**config.mk**
```make
export PLATFORM = sky130hd
export DESIGN_NAME = pbc_cfg_regs
export DESIGN_NICKNAME = d
export VERILOG_FILES = /design/src/rtl/core/pbc_pkg.sv /design/src/rtl/core/pbc_cfg_regs.sv
export SDC_FILE = /design/constraint.sdc
export NUM_CORES = 1
export LEC_CHECK = 0
export BUFFER_PORTS_ARGS = -buffer_cell sky130_fd_sc_hd__buf_2
export CORE_MARGIN = 3
export CORE_UTILIZATION = 26
export CTS_CLUSTER_DIAMETER = 50
export DETAILED_ROUTE_END_ITERATION = 10
export GPL_ROUTABILITY_DRIVEN = 0
export PLACE_DENSITY = 0.77
export RECOVER_POWER = 50
export SLEW_MARGIN = 20
export SYNTH_ARGS = -nofsm -noshare
export SYNTH_HDL_FRONTEND = slang
export SYNTH_SLANG_ARGS = --single-unit
```
**constraint.sdc**
```tcl
create_clock -name clk -period 1.4 [get_ports clk]
set_clock_uncertainty 0.05 [all_clocks]
set_input_delay 0.28 -clock clk [delete_from_list [all_inputs] [get_ports clk]]
set_output_delay 0.28 -clock clk [all_outputs]
set_load 0.03 [all_outputs]
```
**src/rtl/core/pbc_pkg.sv**
```systemverilog
// Shared types, constants and a helper function of the pty byte channel pair.
package pbc_pkg;

    localparam int RING_DEPTH = 8192;
    localparam int PTR_W      = $clog2(RING_DEPTH);
    localparam int CNT_W      = $clog2(RING_DEPTH + 1);
    localparam int FILL_W     = 14;
    localparam int CFG_AW     = 4;
    localparam int CFG_DW     = 32;

    localparam logic [CNT_W:0] DEPTH_C = (CNT_W + 1)'(RING_DEPTH);

    localparam logic [7:0] CH_CR = 8'h0D;
    localparam logic [7:0] CH_LF = 8'h0A;

    localparam logic ACT_WRITE   = 1'b0;
    localparam logic ACT_READ    = 1'b1;
    localparam logic SIDE_SLAVE  = 1'b0;
    localparam logic SIDE_MASTER = 1'b1;

    localparam logic [1:0] REG_OUTPUT_POST     = 2'd0;
    localparam logic [1:0] REG_CRLF_MAP        = 2'd1;
    localparam logic [1:0] REG_MASTER_ATTACHED = 2'd2;
    localparam logic [1:0] REG_SLAVE_ATTACHED  = 2'd3;

    typedef enum logic [1:0] {
        ST_OK     = 2'd0,
        ST_BLOCK  = 2'd1,
        ST_EOS    = 2'd2,
        ST_CLOSED = 2'd3
    } status_t;

    typedef struct packed {
        logic       action;
        logic       side;
        logic [7:0] data_in;
        logic       request_last;
    } item_t;

    typedef struct packed {
        status_t             status;
        logic [7:0]          read_data;
        logic [FILL_W-1:0]   master_rx_fill;
        logic [FILL_W-1:0]   slave_rx_fill;
        logic                request_done;
    } result_t;

    typedef struct packed {
        logic output_post;
        logic crlf_map;
        logic master_attached;
        logic slave_attached;
    } cfg_t;

    // Folds a position of up to twice the ring depth back into the ring.
    function automatic logic [PTR_W-1:0] ring_wrap(input logic [CNT_W:0] pos);
        logic [CNT_W:0] folded;
        folded = (pos >= DEPTH_C) ? (pos - DEPTH_C) : pos;
        return PTR_W'(folded);
    endfunction

endpackage

```
**src/rtl/core/pbc_cfg_regs.sv**
```systemverilog
// APB-style configuration registers of the pty byte channel pair.
module pbc_cfg_regs (
    input  logic                        clk,
    input  logic                        rst_n,
    input  logic                        psel,
    input  logic                        penable,
    input  logic                        pwrite,
    input  logic [pbc_pkg::CFG_AW-1:0]  paddr,
    input  logic [pbc_pkg::CFG_DW-1:0]  pwdata,
    output logic [pbc_pkg::CFG_DW-1:0]  prdata,
    output logic                        pready,
    output pbc_pkg::cfg_t               cfg
);

    pbc_pkg::cfg_t cfg_reg;
    logic          wr_en;
    logic [1:0]    reg_idx;

    assign pready  = 1'b1;
    assign wr_en   = psel && penable && pwrite && pready;
    assign reg_idx = paddr[3:2];

    always_ff @(posedge clk or negedge rst_n)
    begin
        if (!rst_n)
        begin
            cfg_reg.output_post     <= 1'b1;
            cfg_reg.crlf_map        <= 1'b1;
            cfg_reg.master_attached <= 1'b1;
            cfg_reg.slave_attached  <= 1'b0;
        end
        else if (wr_en)
        begin
            case (reg_idx)
                pbc_pkg::REG_OUTPUT_POST:     cfg_reg.output_post     <= pwdata[0];
                pbc_pkg::REG_CRLF_MAP:        cfg_reg.crlf_map        <= pwdata[0];
                pbc_pkg::REG_MASTER_ATTACHED: cfg_reg.master_attached <= pwdata[0];
                pbc_pkg::REG_SLAVE_ATTACHED:  cfg_reg.slave_attached  <= pwdata[0];
                default: ;
            endcase
        end
    end

    always_comb
    begin
        prdata = '0;
        case (reg_idx)
            pbc_pkg::REG_OUTPUT_POST:     prdata[0] = cfg_reg.output_post;
            pbc_pkg::REG_CRLF_MAP:        prdata[0] = cfg_reg.crlf_map;
            pbc_pkg::REG_MASTER_ATTACHED: prdata[0] = cfg_reg.master_attached;
            pbc_pkg::REG_SLAVE_ATTACHED:  prdata[0] = cfg_reg.slave_attached;
            default:                      prdata    = '0;
        endcase
    end

    assign cfg = cfg_reg;

endmodule

```
==> metrics, run 1 <==
Worst IR Drop VDD=0.000407 V; Final Cell Area=460 sq um; met1 WL=229 microns; Seq pwr share=27.5%; post-layout min period=1.59 ns; commonest non-fill, non-tap cell in the layout=conb_1; main combinational cell family by area after synthesis=buffers and inverters; XOR/XNOR Fraction of Synth Area=0%; failing checks=setup timing; post-synthesis mux area share=14.8%; H-tree levels=1; TritonCTS Buffers=3; area growth from synthesis to layout=0.822%; critical path type=reg2out; Synth area leader=buf_4; commonest non-fill, non-tap cells in the layout=32 x conb_1, 9 x buf_2, 4 x mux2_1; Top delay family on crit path=multiplexers; nets=109; WP buf/inv=1; flops & latches, synth=4; Initial Utilization=29.0%; DR WL/cell=8.08 microns; vias in the first global route=232; Hold WC Path Type=in2reg; RSZ-0062 raised after global routing=yes; sequential share of the synthesized area=22.7%; final hold viol count=0; Max stage delay on crit path=0.48 ns; antenna violations before repair=0; Avg Cell Area, Syn=9.13 sq um; via total after detailed routing=284; met2 wire length=327 microns; final worst-path setup slack=-0.189 ns; Via density=3.42; synth top area cells=buf_4 53%, dfstp_2 17%, mux2_1 9.9%; worst-case clock buffer depth=2; simple-gate area share of the yosys netlist=7.40%; final WL=671 microns; Post-DRT Antenna Nets=0; # diodes=0; hpwl dp=596 microns; Comb power frac=47.7%; Critical Path Start Type=register; run status=finished with violations; first-pass detailed-route iteration total=2; share of layout cells above drive strength 1=31.3%; Die H=47.9 microns; WP data required=1.07 ns; post-synthesis compound-gate area fraction=0%; Met3 Routed Length=94 microns; Psw=0.000294 W; pwr dens=1390 mW/mm^2; Clock Pin Slew Worst Setup and Hold Paths=0.04 ns; Synthesis Warnings=0; synthesized instance count=50; die area=0.00230 sq mm; Placed Area=418 sq um; Pwr Total=0.000638 W; total grt overflow=0; Final Max Slew Viols=0; worst-skew pair later-pin latency=0.24 ns; Final Cycle Share=114%; post-synthesis adder-cell area fraction=0%; Switching Share=46.0%; critical-path cell list=mux4_2 -> buf_6; fmax=629 MHz; Clock power frac=24.7%; GRT Util Overall=5.90%; Cell variety after synth=12; CP max-delay cell=mux4_2; Final Util=29.2%; Post-Syn Area=457 sq um; PortBufs=12; 1st-iter DRT viols=8; max reg flops=4; top sig layer=met4; CTS root buffer=clkbuf_4; crit end category=output port; Crit path arrival time=1.26 ns; first-pass GRT wire length=855 microns; placeable core region=0.00158 sq mm; largest net degree at the start of global routing=5; Row Count=14; Synth top area share=52.6%; IO Count=78; TritonCTS sink count=4; LEAKAGE=0.257 nW; Internal=0.000345 W; worst-path fanout max=2; Final Setup Violations=1; die width=47.9 microns; pre-CTS WS=0.00462 ns; DRC violations left=0; max cap viols=0; TritonCTS clock tree=built
## worst reg2reg max path: stages (launching register included)
cell and delay (ns):
dfrtp_2 0.39, buf_4 0.13, mux2_1 0.28
## worst paths after layout
path,startpoint,end,slack [ns],cells past startpoint
max,cfg[0]$_DFFE_PN0P_,prdata[0],-0.19,2
min,pwdata[0],cfg[3]$_DFFE_PN1P_,0.26,2
max reg2reg,cfg[0]$_DFFE_PN0P_,cfg[0]$_DFFE_PN0P_,0.42,2
min reg2reg,cfg[0]$_DFFE_PN0P_,cfg[0]$_DFFE_PN0P_,0.56,2
max in group asynchronous,rst_n,cfg[1]$_DFFE_PN1P_,0.70,2
min in group asynchronous,rst_n,cfg[0]$_DFFE_PN0P_,0.35,2
## cell families (layout without fill, tap and decap cells)
logic type / count (synthesis) / after routing
buf+inv: 33 / 20
simple gates: 6 / 6
mux: 5 / 5
flops: 4 / 4
other cells: 2 / 32
## cell type report
type | count | area [sq um]
Inverter | 1 | 3.75
Multi-Input combinational cell | 43 | 216
Fill cell | 167 | 1120
Tap cell | 16 | 20.0
Clock buffer | 4 | 26.3
Timing Repair Buffer | 15 | 88.8
Sequential cell | 4 | 105
## routing by layer
| metal | up-vias | track usage [%] |
|---|---|---|
| met5 | - | 0 |
| met4 | 0 | 6.45 |
| met3 | 2 | 2.26 |
| met2 | 27 | 10.0 |
| met1 | 127 | 4.89 |
| li1 | 128 | - |
## what timing repair did
| item | CTS | global route |
|---|---|---|
| hold buffers | 1 | 0 |
| setup endpoints to repair | 1 | 1 |
| setup buffers | 1 | 0 |
| endpoints found under the hold margin | 4 | 0 |
| resized for setup | 2 | 0 |
## per-stage QoR
stage	TNS, ns	hold WS [ns]	std cells
6_report	-0.189	0.257	83
5_1_grt	-0.216	0.288	83
4_1_cts	-0.203	0.254	83
3_5_place_dp	0	0.0385	77
3_3_place_gp	0	0.0334	77
2_1_floorplan	0	-0.0656	80
## power groups by stage
stage	Combinational (W)	Sequential [W]	Clock, W
final	0.000305	0.000176	0.000158
after global routing	0.000324	0.000181	0.000174
after CTS	0.000308	0.000176	0.000168
after detailed placement	0.000282	0.000178	0
after global placement	0.000281	0.000177	0
after floorplan	0.000235	0.000234	0
## synth_stat cells, drive strengths merged
cell type / n
dfstp: 3
nor2: 2
nand3: 1
mux2: 4
inv: 1
mux4: 1
dfrtp: 1
conb: 2
nor3: 2
nand4: 1
buf: 32
No activity file was read; power rests on OpenSTA's default activity.
==> run 2, diff against run 1 <==
--- a/config.mk
+++ b/config.mk
@@ -6,13 +6,14 @@
 export NUM_CORES = 1
 export LEC_CHECK = 0
 export BUFFER_PORTS_ARGS = -buffer_cell sky130_fd_sc_hd__buf_2
-export CORE_MARGIN = 3
+export CORE_MARGIN = 4
 export CORE_UTILIZATION = 26
+export CTS_BUF_LIST = sky130_fd_sc_hd__clkbuf_16
 export CTS_CLUSTER_DIAMETER = 50
 export DETAILED_ROUTE_END_ITERATION = 10
 export GPL_ROUTABILITY_DRIVEN = 0
 export PLACE_DENSITY = 0.77
-export RECOVER_POWER = 50
+export RECOVER_POWER = 25
 export SLEW_MARGIN = 20
 export SYNTH_ARGS = -nofsm -noshare
 export SYNTH_HDL_FRONTEND = slang
==> metrics, run 2 (same netlist as run 1, synthesis figures left out) <==
run status=finished with violations; failing checks=setup timing; RSZ-0062 raised after global routing=yes; WP data required=1.07 ns (about the same); hpwl dp=610 microns (+2.3%); # diodes=0 (unchanged); pwr dens=1790 mW/mm^2 (+29%); Row Count=14 (unchanged); Final Cycle Share=113% (-0.84 points); FF-to-FF path depth=3 (+1); Die H=49.9 microns (+4.2%); Final Setup Violations=1 (unchanged); CTS root buffer=clkbuf_16; hold path start=pwdata[0]; Pwr Total=0.000943 W (+48%); first-pass detailed-route iteration total=2 (unchanged); Via density=3.31 (-3.3%); Clock Pin Slew Worst Setup and Hold Paths=0.03 ns (about the same); worst-skew pair later-pin latency=0.22 ns (-0.02 ns); WHS Path Cells=2 (unchanged); Min Hold Slack=0.270 ns (+0.0132 ns); worst-case clock buffer depth=2 (unchanged); commonest non-fill, non-tap cells in the layout=32 x conb_1, 10 x buf_2, 4 x mux2_1; TritonCTS clock tree=built; H-tree levels=1 (unchanged); Crit path arrival time=1.25 ns (about the same); 1st-iter DRT viols=1 (-7); Initial Utilization=29.0% (unchanged); FILL cells=165 (-1.2%); TritonCTS sink count=4 (unchanged); max reg flops=4 (unchanged); commonest non-fill, non-tap cell in the layout=conb_1; source of the worst register-to-register timing path=cfg[0]$_DFFE_PN0P_; largest net degree at the start of global routing=5 (unchanged); DR WL/cell=8.63 microns (+6.8%); multi-input logic area=221 sq um (+2.3%); IO Count=78 (unchanged); Final Cell Area=527 sq um (+14%); Critical Path Start Type=register; crit end category=output port; Post-DRT Antenna Nets=0 (unchanged); TritonCTS Buffers=3 (unchanged); critical path type=reg2out; Worst IR Drop VDD=0.000732 V (+80%); Hold WC Path Type=in2reg; post-layout min period=1.58 ns (-0.0117 ns); final worst-path setup slack=-0.177 ns (+0.0117 ns); total grt overflow=0 (unchanged); Critical R2R Capture=cfg[0]$_DFFE_PN0P_; Critical Path Start=cfg[0]$_DFFE_PN0P_; Final Max Slew Viols=0 (unchanged); PortBufs=12 (unchanged); final WL=725 microns (+8.0%); DRC violations left=0 (unchanged); setup TNS=-0.177 ns (+0.0117 ns); placeable core region=0.00158 sq mm (unchanged); Hold Path Sink=cfg[3]$_DFFE_PN1P_; worst-path fanout max=2 (unchanged); share of layout cells above drive strength 1=35.3% (+4.0 points); antenna violations before repair=0 (unchanged); nets=110 (+0.92%); vias in the first global route=232 (unchanged); max cap viols=0 (unchanged); fmax=634 MHz (+0.74%); register area=105 sq um (unchanged); reg-to-reg slack, setup=0.30 ns (-0.12 ns); via total after detailed routing=278 (-2.1%); die width=49.9 microns (+4.2%); LEAKAGE=0.294 nW (+14%); area growth from synthesis to layout=15.3%; die area=0.00249 sq mm (+8.5%); Placed Area=418 sq um (unchanged); first-pass GRT wire length=1030 microns (+20%); GRT Util Overall=5.76% (-0.14 points); final hold viol count=0 (unchanged)
[run 2: changes by cell type in the layout (fill, tap and decap cells not counted)]
| cell | delta |
|---|---|
| nor3_1 | -1 |
| clkbuf_1 | -2 |
| clkbuf_16 | +3 |
| nor3_2 | +1 |
| buf_4 | +1 |
| clkbuf_4 | -3 |
| buf_2 | +1 |
| inv_1 | +1 |
[run 2: how the worst max path moves through the flow]
stage	depth (start not counted)	endpoint	slack (ns)
after floorplan	1	prdata[0]	0.02
after global placement	3	prdata[0]	0.01
after detailed placement	3	prdata[0]	0.007
after CTS	2	prdata[0]	-0.18
after global routing	2	prdata[0]	-0.19
final	2	prdata[0]	-0.18
[run 2: per-layer routing]
layer / vias to the layer above / track usage, % / part of all wire, % / wire (microns)
met4: 0 / 5.53 / 0 / 0
met1: 121 / 4.54 / 32 / 231
met3: 0 / 3.31 / 16 / 114
li1: 131 / - / - / -
met5: - / 0 / 0 / 0
met2: 26 / 9.69 / 52 / 379
[run 2: worst max-delay path, cell delays in order (launching register included)]
cell and delay, ns:
dfrtp_2 0.39, mux4_2 0.48, buf_6 0.15
[run 2: repair_timing]
| action | CTS | global route |
|---|---|---|
| resized for setup | 2 | 0 |
| endpoints found under the setup margin | 1 | 1 |
| hold buffers | 1 | 0 |
| buffers inserted | 1 | 1 |
| hold endpoints to repair | 4 | 0 |
[run 2: final cells by class]
class,instances,area share (%)
Tap cell,16,3.80
Sequential cell,4,20.0
Clock inverter,1,0.713
Timing Repair Buffer,16,18.5
Clock buffer,3,14.3
Multi-Input combinational cell,43,42.0
Inverter,1,0.713
[run 2: power breakdown]
part | internal [W] | total, W | switching, W
registers | 0.000159 | 0.000177 | 0.0000173
logic | 0.0000869 | 0.000318 | 0.000231
clock network | 0.000368 | 0.000448 | 0.0000799
[run 2: per-stage QoR]
stage,setup slack (ns),cells,utilization [%]
global route,-0.191,84,33.4
global placement,0.0134,77,26.5
detailed placement,0.00721,77,26.5
CTS,-0.180,83,33.0
finish,-0.177,84,33.4
floorplan,0.0189,80,-
